--- src/sv/tpi_pkg.sv ---
// ----------------------------------------------------------------------------
// tpi_pkg: shared definitions for the thrust to pulse interpolator
// Table constants, field widths, sequencer states and divider interface types.
// ----------------------------------------------------------------------------
package tpi_pkg;

	localparam int TABLE_POINTS = 18;
	localparam int IDX_W        = $clog2(TABLE_POINTS);

	localparam int FORCE_W = 16;            // signed Q8.8 thrust command
	localparam int PULSE_W = 11;            // pulse width in microseconds
	localparam int DIFF_W  = FORCE_W + 1;   // breakpoint and offset differences
	localparam int DY_W    = PULSE_W + 1;   // signed pulse difference
	localparam int NUM_W   = PULSE_W + DIFF_W;
	localparam int QUOT_W  = PULSE_W;       // quotient never exceeds the pulse step

	localparam logic signed [FORCE_W-1:0] BP_FORCE [TABLE_POINTS] = '{
		-16'sd10220, -16'sd8755, -16'sd6799, -16'sd5156, -16'sd3612, -16'sd2319,
		-16'sd1208,  -16'sd289,  -16'sd128,  16'sd0,     16'sd353,   16'sd1516,
		16'sd2921,   16'sd4580,  16'sd6566,  16'sd8589,  16'sd11164, 16'sd13171
	};

	localparam logic [PULSE_W-1:0] BP_PULSE [TABLE_POINTS] = '{
		11'd1100, 11'd1150, 11'd1200, 11'd1250, 11'd1300, 11'd1350,
		11'd1400, 11'd1450, 11'd1480, 11'd1520, 11'd1550, 11'd1600,
		11'd1650, 11'd1700, 11'd1750, 11'd1800, 11'd1850, 11'd1900
	};

	localparam logic [IDX_W-1:0] LAST_SEG = IDX_W'(TABLE_POINTS - 2);
	localparam logic [IDX_W-1:0] LAST_PT  = IDX_W'(TABLE_POINTS - 1);

	typedef enum logic [2:0] {
		S_IDLE,
		S_SEARCH,
		S_MUL,
		S_START,
		S_DIV,
		S_DONE
	} state_t;

	typedef struct packed {
		logic              start;
		logic [NUM_W-1:0]  num;
		logic [DIFF_W-1:0] den;
	} div_req_t;

	typedef struct packed {
		logic              done;
		logic [QUOT_W-1:0] quot;
	} div_rsp_t;

endpackage

--- src/sv/tpi_div.sv ---
// ----------------------------------------------------------------------------
// tpi_div: serial restoring divider
// Produces one quotient bit per cycle; the quotient is known to fit QUOT_W bits.
// ----------------------------------------------------------------------------
module tpi_div import tpi_pkg::*; (
	input  logic     clk,
	input  logic     arst_n,
	input  div_req_t req,
	output div_rsp_t rsp
);

	localparam int DSH_W = DIFF_W + QUOT_W - 1;
	localparam int CNT_W = $clog2(QUOT_W);

	logic              busy_q;
	logic              done_q;
	logic [CNT_W-1:0]  cnt_q;
	logic [NUM_W-1:0]  rem_q;
	logic [NUM_W-1:0]  dsh_q;
	logic [QUOT_W-1:0] quot_q;
	logic              ge;

	// The shifted divisor is compared against the partial remainder.
	assign ge = (rem_q >= dsh_q);

	always_ff @(posedge clk or negedge arst_n) begin
		if (!arst_n) begin
			busy_q <= 1'b0;
			done_q <= 1'b0;
			cnt_q  <= '0;
		end else begin
			// Completion is flagged for one cycle after the last quotient bit.
			done_q <= busy_q && !req.start && (cnt_q == '0);
			if (req.start) begin
				busy_q <= 1'b1;
				cnt_q  <= CNT_W'(QUOT_W - 1);
			end else if (busy_q) begin
				if (cnt_q == '0) begin
					busy_q <= 1'b0;
				end else begin
					cnt_q <= cnt_q - 1'b1;
				end
			end
		end
	end

	always_ff @(posedge clk) begin
		if (req.start) begin
			rem_q  <= req.num;
			dsh_q  <= NUM_W'({req.den, {(QUOT_W - 1){1'b0}}});
			quot_q <= '0;
		end else if (busy_q) begin
			if (ge) begin
				rem_q <= rem_q - dsh_q;
			end
			dsh_q  <= dsh_q >> 1;
			quot_q <= {quot_q[QUOT_W-2:0], ge};
		end
	end

	assign rsp.done = done_q;
	assign rsp.quot = quot_q;

	// The divisor line must fit the remainder width.
	if (DSH_W > NUM_W) begin : g_width_check
		$error("tpi_div: divisor line wider than remainder");
	end

endmodule

--- src/sv/thrust_to_pwm_interpolator_unit.sv ---
// ----------------------------------------------------------------------------
// thrust_to_pwm_interpolator_unit: thrust command to servo pulse width
// Piecewise linear interpolation over a fixed force to pulse table, with
// saturation at both ends and truncation to whole microseconds.
// ----------------------------------------------------------------------------
//
//   channel | handshake           | payload
//   --------+---------------------+---------------------------------------
//   input   | in_valid, in_stall  | force_q8_8  signed 16 bit Q8.8 thrust
//   output  | out_valid, out_stall| pulse_us    unsigned 11 bit microseconds
//
// A command at or beyond either end of the table is answered, once accepted,
// through the result and output registers. Otherwise the segment search
// walks the table one breakpoint per cycle, and a command in segment k
// passes the search of segments 0 to k, a multiply, a divider load, the
// divider (eleven quotient bits, one per cycle), res_q and out_pulse_q.
// The block holds in_stall high while an item is in work; the result sits in
// its own output register, so the next item is taken while it waits there.
// Reset is asynchronous and active low and clears the sequencer and out_valid.
// ----------------------------------------------------------------------------
module thrust_to_pwm_interpolator_unit import tpi_pkg::*; (
	input  logic                      clk,
	input  logic                      arst_n,
	input  logic                      in_valid,
	output logic                      in_stall,
	input  logic signed [FORCE_W-1:0] force_q8_8,
	output logic                      out_valid,
	input  logic                      out_stall,
	output logic        [PULSE_W-1:0] pulse_us
);

	state_t state_q, state_d;

	// Item in work.
	logic signed [FORCE_W-1:0] v_q;
	logic        [IDX_W-1:0]   idx_q;
	logic        [PULSE_W-1:0] y0_q;
	logic signed [DY_W-1:0]    dy_q;
	logic        [DIFF_W-1:0]  off_q;
	logic        [DIFF_W-1:0]  dx_q;
	logic        [NUM_W-1:0]   num_q;
	logic        [PULSE_W-1:0] res_q;

	// Output register.
	logic               out_valid_q;
	logic [PULSE_W-1:0] out_pulse_q;

	logic accept;
	logic out_free;
	logic sat_low;
	logic sat_high;

	logic signed [FORCE_W-1:0] x_left;
	logic signed [FORCE_W-1:0] x_right;
	logic        [PULSE_W-1:0] y_left;
	logic        [PULSE_W-1:0] y_right;
	logic signed [DIFF_W-1:0]  dx;
	logic signed [DIFF_W-1:0]  off;
	logic signed [DY_W-1:0]    dy;
	logic                      hit;
	logic                      degenerate;

	// Control decisions made by the sequencer for the datapath.
	logic load_seg;
	logic load_res_seg;
	logic load_res_div;
	logic load_res_sat;
	logic step_idx;

	div_req_t div_req;
	div_rsp_t div_rsp;

	assign accept   = in_valid && !in_stall;
	assign in_stall = (state_q != S_IDLE);
	assign out_free = !out_valid_q || !out_stall;

	// Saturation is decided on the incoming command itself.
	assign sat_low  = (force_q8_8 <= BP_FORCE[0]);
	assign sat_high = (force_q8_8 >= BP_FORCE[LAST_PT]);

	// Segment under test: left point idx_q, right point idx_q + 1.
	assign x_left  = BP_FORCE[idx_q];
	assign x_right = BP_FORCE[idx_q + 1'b1];
	assign y_left  = BP_PULSE[idx_q];
	assign y_right = BP_PULSE[idx_q + 1'b1];

	assign hit = (v_q <= x_right);
	assign dx  = {x_right[FORCE_W-1], x_right} - {x_left[FORCE_W-1], x_left};
	assign off = {v_q[FORCE_W-1], v_q} - {x_left[FORCE_W-1], x_left};
	assign dy  = $signed({1'b0, y_right}) - $signed({1'b0, y_left});

	// A segment of no width, or a command left of the segment, takes the left
	// pulse width as it stands.
	assign degenerate = dx[DIFF_W-1] || (dx == '0) || off[DIFF_W-1];

	always_ff @(posedge clk or negedge arst_n) begin
		if (!arst_n) begin
			state_q <= S_IDLE;
		end else begin
			state_q <= state_d;
		end
	end

	always_comb begin
		state_d      = state_q;
		load_seg     = 1'b0;
		load_res_seg = 1'b0;
		load_res_div = 1'b0;
		load_res_sat = 1'b0;
		step_idx     = 1'b0;
		unique case (state_q)
			S_IDLE: begin
				if (in_valid) begin
					if (sat_low || sat_high) begin
						load_res_sat = 1'b1;
						state_d      = S_DONE;
					end else begin
						state_d = S_SEARCH;
					end
				end
			end
			S_SEARCH: begin
				if (hit) begin
					if (degenerate) begin
						load_res_seg = 1'b1;
						state_d      = S_DONE;
					end else begin
						load_seg = 1'b1;
						state_d  = S_MUL;
					end
				end else if (idx_q == LAST_SEG) begin
					// Ran off the table: the last pulse width stands.
					load_res_sat = 1'b1;
					state_d      = S_DONE;
				end else begin
					step_idx = 1'b1;
				end
			end
			S_MUL: begin
				state_d = S_START;
			end
			S_START: begin
				state_d = S_DIV;
			end
			S_DIV: begin
				if (div_rsp.done) begin
					load_res_div = 1'b1;
					state_d      = S_DONE;
				end
			end
			S_DONE: begin
				if (out_free) begin
					state_d = S_IDLE;
				end
			end
			default: begin
				state_d = S_IDLE;
			end
		endcase
	end

	always_ff @(posedge clk) begin
		if (accept) begin
			v_q   <= force_q8_8;
			idx_q <= '0;
		end else if (step_idx) begin
			idx_q <= idx_q + 1'b1;
		end

		if (load_seg) begin
			y0_q  <= y_left;
			dy_q  <= dy;
			off_q <= DIFF_W'(off);
			dx_q  <= DIFF_W'(dx);
		end

		// A falling pulse step gives a negative product, which clamps to zero.
		if (state_q == S_MUL) begin
			if (dy_q[DY_W-1]) begin
				num_q <= '0;
			end else begin
				num_q <= NUM_W'(dy_q[PULSE_W-1:0]) * NUM_W'(off_q);
			end
		end

		if (load_res_sat) begin
			res_q <= (state_q == S_IDLE && sat_low) ? BP_PULSE[0] : BP_PULSE[LAST_PT];
		end else if (load_res_seg) begin
			res_q <= y_left;
		end else if (load_res_div) begin
			res_q <= y0_q + div_rsp.quot;
		end
	end

	assign div_req.start = (state_q == S_START);
	assign div_req.num   = num_q;
	assign div_req.den   = dx_q;

	tpi_div u_div (
		.clk    (clk),
		.arst_n (arst_n),
		.req    (div_req),
		.rsp    (div_rsp)
	);

	// The result moves to the output register when that register is free.
	always_ff @(posedge clk or negedge arst_n) begin
		if (!arst_n) begin
			out_valid_q <= 1'b0;
		end else if (state_q == S_DONE && out_free) begin
			out_valid_q <= 1'b1;
		end else if (!out_stall) begin
			out_valid_q <= 1'b0;
		end
	end

	always_ff @(posedge clk) begin
		if (state_q == S_DONE && out_free) begin
			out_pulse_q <= res_q;
		end
	end

	assign out_valid = out_valid_q;
	assign pulse_us  = out_pulse_q;

	// The divider reports completion only while the sequencer waits on it.
	a_div_done_in_wait: assert property (@(posedge clk) disable iff (!arst_n)
		div_rsp.done |-> state_q == S_DIV)
		else $error("divider finished outside the wait state");

	// The search never steps past the last segment.
	a_search_in_range: assert property (@(posedge clk) disable iff (!arst_n)
		state_q == S_SEARCH |-> idx_q <= LAST_SEG)
		else $error("segment search index out of range");

	// An accepted item always starts work on the next cycle.
	a_accept_starts: assert property (@(posedge clk) disable iff (!arst_n)
		accept |=> state_q == S_SEARCH || state_q == S_DONE)
		else $error("accepted item did not start");

	// Every delivered pulse width lies between the two end pulse widths.
	a_pulse_range: assert property (@(posedge clk) disable iff (!arst_n)
		out_valid |-> pulse_us >= BP_PULSE[0] && pulse_us <= BP_PULSE[LAST_PT])
		else $error("pulse width outside the table range");

endmodule
--- config.mk ---
export PLATFORM = sky130hd
export DESIGN_NAME = thrust_to_pwm_interpolator_unit
export DESIGN_NICKNAME = d
export VERILOG_FILES = /design/src/sv/tpi_pkg.sv /design/src/sv/tpi_div.sv /design/src/sv/thrust_to_pwm_interpolator_unit.sv
export SDC_FILE = /design/constraint.sdc
export NUM_CORES = 1
export LEC_CHECK = 0
export ABC_AREA = 1
export BUFFER_PORTS_ARGS = -buffer_cell sky130_fd_sc_hd__buf_2
export CAP_MARGIN = 0
export CORE_MARGIN = 10
export CORE_UTILIZATION = 38
export CTS_CLUSTER_SIZE = 8
export DETAILED_ROUTE_END_ITERATION = 10
export PLACE_DENSITY_LB_ADDON = 0.25
export SLEW_MARGIN = 20
export SYNTH_ARGS = -nofsm -noshare
export SYNTH_HDL_FRONTEND = slang
export SYNTH_SLANG_ARGS = --single-unit
--- constraint.sdc ---
create_clock -name clk -period 6 [get_ports clk]
set_input_delay 0.6 -clock clk [delete_from_list [all_inputs] [get_ports clk]]
set_output_delay 0.6 -clock clk [all_outputs]
set_load 0.02 [all_outputs]
==> summary.log <==
qor: synthesis.synth.area.top_cells sky130_fd_sc_hd__edfxtp_1, sky130_fd_sc_hd__fa_1, sky130_fd_sc_hd__ha_1, sky130_fd_sc_hd__nand2_1, sky130_fd_sc_hd__inv_1
qor: floorplan.core 48650 µm²
qor: floorplan.dieWidth 241.4 µm
qor: grt.grt_first_pass_wirelength 80040 µm
qor: grt.via_count_of_the_first_global_routing_pass 14950
qor: synthesis.synth_edf_count 164
qor: synthesis.post_synth.cell_area_avg 7.978 µm²
qor: routing.detail_route.drc_violations 0
qor: synthesis.synth.yosys.warnings 0
qor: timing.worstMarginPinSlew 932.6 ps
qor: place.dpl.hpwl 40590 µm
qor: timing.timing.slew.headroom 37.30%
qor: final_layout.drive_above_1_share 8.030%
qor: place.post-place-ws 75.95 ps
qor: power.vdd_drop_max 0.0001986 V
qor: timing.max_freq 178.5 MHz
qor: grt.grt_use_total 17.51%
qor: timing.finalCriticalPeriod 5601 ps
qor: synthesis.synthesis.area 18620 µm²
qor: worst_setup_path.path_class register to register
qor: synthesis.synthDistinctLibCells 52
qor: worst_setup_path.timing.critical_path.arrival 5830 ps
qor: timing.timing_hold_violations_final 0
qor: timing.grt_setup_unrepaired no
qor: timing.setup_tns 0 ps
qor: final_layout.nFillCells 4925
qor: routing.routed_wirelength 49790 µm
qor: floorplan.initial_utilization 38.28%
qor: worst_setup_path.worstPathMaxFanout 8
qor: timing.maxSlewViolCount 0
qor: clock_tree.cts.reportedPaths.clkPinSlew 80 ps
qor: worst_setup_path.critPathRequiredTime 6230 ps
qor: routing.ant_nets 0
qor: status.status finished, final reports clean
qor: grt.total_overflow_reported_by_the_global_router 0
qor: final_layout.stdcell_area 20480 µm²
qor: place.dpl-instance-area 19590 µm²
qor: final_layout.flow.area_growth_from_synthesis 10.00%
qor: power.static_power_due_to_leakage 0.01041 µW
qor: worst_hold_path.timing.hold.worst.class input port to register
qor: clock_tree.h-tree-depth 4
qor: floorplan.row_count 81
qor: timing.setup_viol 0
qor: power.pwr_density_cell 149.7 nW/µm²
qor: routing.detail_route.wl_per_cell 16.52 µm
qor: synthesis.synthesis.nets 2652
qor: floorplan.die_height 241.4 µm
qor: place.io_buffers 32
qor: routing.detailed_routing_iteration_count_for_the_pre_antenna_repair_pass 6
qor: synthesis.yosys-top-cells-count sky130_fd_sc_hd__nand2_1, sky130_fd_sc_hd__inv_1, sky130_fd_sc_hd__ha_1
qor: worst_setup_path.end_kind register
qor: synthesis.synth_largest_type_area_fraction 26.45%
qor: synthesis.synth_seq_area_share 30.59%
qor: timing.timing.clock.skew 18.50 ps
qor: final_layout.final_cell_count_no_fill 3013
qor: place.gp_congestion 0.9137
qor: floorplan.dieArea 58260 µm²
qor: final_layout.final_nets 2696
qor: synthesis.synth_largest_area_cell sky130_fd_sc_hd__edfxtp_1
qor: worst_setup_path.critPathLaunchType register
qor: floorplan.top_level_ports 33
qor: clock_tree.number_of_buffers_on_the_longest_clock_path 2
qor: timing.min_setup_slack_post_route 399.3 ps
qor: clock_tree.cts_root_buf sky130_fd_sc_hd__clkbuf_16
qor: synthesis.async_reset_ff_share 5.000%
qor: routing.route.vias.total 15164
qor: final_layout.insertedDiodeCount 0
qor: synthesis.synthesis.instances 2334
qor: clock_tree.worstSkewPairLatency 480 ps
qor: synthesis.ys_dominant_reg_cell sky130_fd_sc_hd__edfxtp_1
qor: routing.vias_per_cell 5.033
qor: clock_tree.clock_sink_count 200
qor: synthesis.library_cell_with_the_highest_instance_count_after_synthesis sky130_fd_sc_hd__nand2_1
qor: job.max-cap-violations 0
qor: clock_tree.numCtsBuffers 17
qor: clock_tree.tritoncts done
qor: grt.antenna_found_initial 0
qor: synthesis.synth_seq_cells 200
qor: timing.timing.final.crit_share 93.35%
qor: routing.detailedRoute.firstIterationViolations 992
qor: grt.grt_max_degree 65
qor: final_layout.final_core_util 42.11%
qor: place.placed_cells 2953
==> logic make-up (layout without fill, tap and decap cells) <==
family	after synthesis	after routing	synth area share (%)
compound gates	365	365	10.93
simple gates	862	862	19.27
buf+inv	553	610	11.48
xor+xnor	56	56	2.715
fa+ha+maj	298	298	25.02
flops	200	200	30.59
==> flip-flops by register name (all words and copies together) (netlist names), 16 cells and up <==
register / cells
dx_q: 17
num_q: 27
off_q: 17
u_div.dsh_q: 27
u_div.rem_q: 28
v_q: 16
==> final timing paths <==
| check | startpoint | end | slack, ps | cells past startpoint |
|---|---|---|---|---|
| max reg2reg | dy_q[8]$_DFFE_PP_ | num_q[27]$_SDFFCE_PP0P_ | 400 | 24 |
| max | dy_q[8]$_DFFE_PP_ | num_q[27]$_SDFFCE_PP0P_ | 400 | 24 |
| min in group asynchronous | arst_n | state_q[2]$_DFFE_PN0P_ | 540 | 2 |
| min reg2reg | res_q[8]$_DFFE_PP_ | pulse_us[8]$_DFFE_PP_ | 430 | 0 |
| max in group asynchronous | arst_n | u_div.cnt_q[1]$_DFFE_PN0P_ | 5240 | 2 |
| min | force_q8_8[6] | v_q[6]$_DFFE_PP_ | 320 | 1 |
==> per-layer routing <==
metal  share of wire (%)  GRT usage, %
met1                  45         22.76
met2                  49         30.13
met3                 3.5         2.400
met4                 1.7         4.382
met5                   0             0
==> cell type report <==
class | count | area (µm²) | area share, %
multi-input cells | 1581 | 10820 | 52.82
flip-flops and latches | 200 | 5695 | 27.80
inverters | 476 | 1787 | 8.722
well taps | 622 | 778.2 | 3.799
repair buffers | 102 | 763.2 | 3.726
clock buffers | 17 | 425.4 | 2.077
clock inverters | 15 | 216.5 | 1.057
==> critical path, cell delays in order (launching register included) <==
cell                       delay [ps]
sky130_fd_sc_hd__edfxtp_1         530
sky130_fd_sc_hd__buf_4            200
sky130_fd_sc_hd__nand2_1           70
sky130_fd_sc_hd__fa_1             510
sky130_fd_sc_hd__fa_1             490
sky130_fd_sc_hd__inv_1             50
sky130_fd_sc_hd__fa_1             450
sky130_fd_sc_hd__fa_1             500
sky130_fd_sc_hd__inv_1             60
sky130_fd_sc_hd__fa_1             470
sky130_fd_sc_hd__inv_1             40
sky130_fd_sc_hd__ha_1             370
sky130_fd_sc_hd__nand2_1           70
sky130_fd_sc_hd__o21ai_0          310
sky130_fd_sc_hd__a21boi_1         150
sky130_fd_sc_hd__inv_1            110
sky130_fd_sc_hd__nand2_1           60
sky130_fd_sc_hd__nand2_1          100
sky130_fd_sc_hd__a21oi_1           90
sky130_fd_sc_hd__o21ai_0          320
sky130_fd_sc_hd__nand2_1          100
sky130_fd_sc_hd__o211ai_1         120
sky130_fd_sc_hd__nand2_1           80
sky130_fd_sc_hd__nand2_1           60
sky130_fd_sc_hd__nor2_1            50
==> power breakdown <==
group	switching, µW	internal (µW)	leakage, µW
Combinational	229	104	0.00839
Clock	620	613	0.000305
Sequential	2.23	1500	0.00172
Total	852	2210	0.0104
==> cells in the final DEF, fill, tap and decap left out, drive strengths merged, types with 2 or more instances in the layout <==
master,instances
inv,483
o21ai,135
clkinv,6
a2111oi,2
fa,124
xnor2,21
buf,101
a31oi,14
dfxtp,26
o21a,6
ha,174
nand3b,3
a211oi,4
nor3,18
a22oi,20
xor2,35
o22ai,5
or2,12
nor2,112
o211ai,10
edfxtp,164
a21oi,145
o21bai,6
a21boi,4
clkbuf,17
nand3,121
nor4,6
nand4,13
nand2,575
a21o,5
dfrtp,10
o31ai,4
==> what timing repair did <==
| item | in CTS | in global routing |
|---|---|---|
| hold buffers | 1 | 0 |
| endpoints found under the hold margin | 10 | 0 |
| resized for setup | 0 | 5 |
| setup endpoints to repair | 0 | 6 |
| buffers inserted | 0 | 27 |
==> stage by stage <==
step / hold WS, ps / total power (µW)
after global routing: 304.4 / 3192
final: 320.6 / 3066
after detailed placement: 407.0 / 1865
after floorplan: 304.4 / 1750
after global placement: 404.9 / 1862
after CTS: 284.4 / 3108
(Power assumes the default switching activity.)
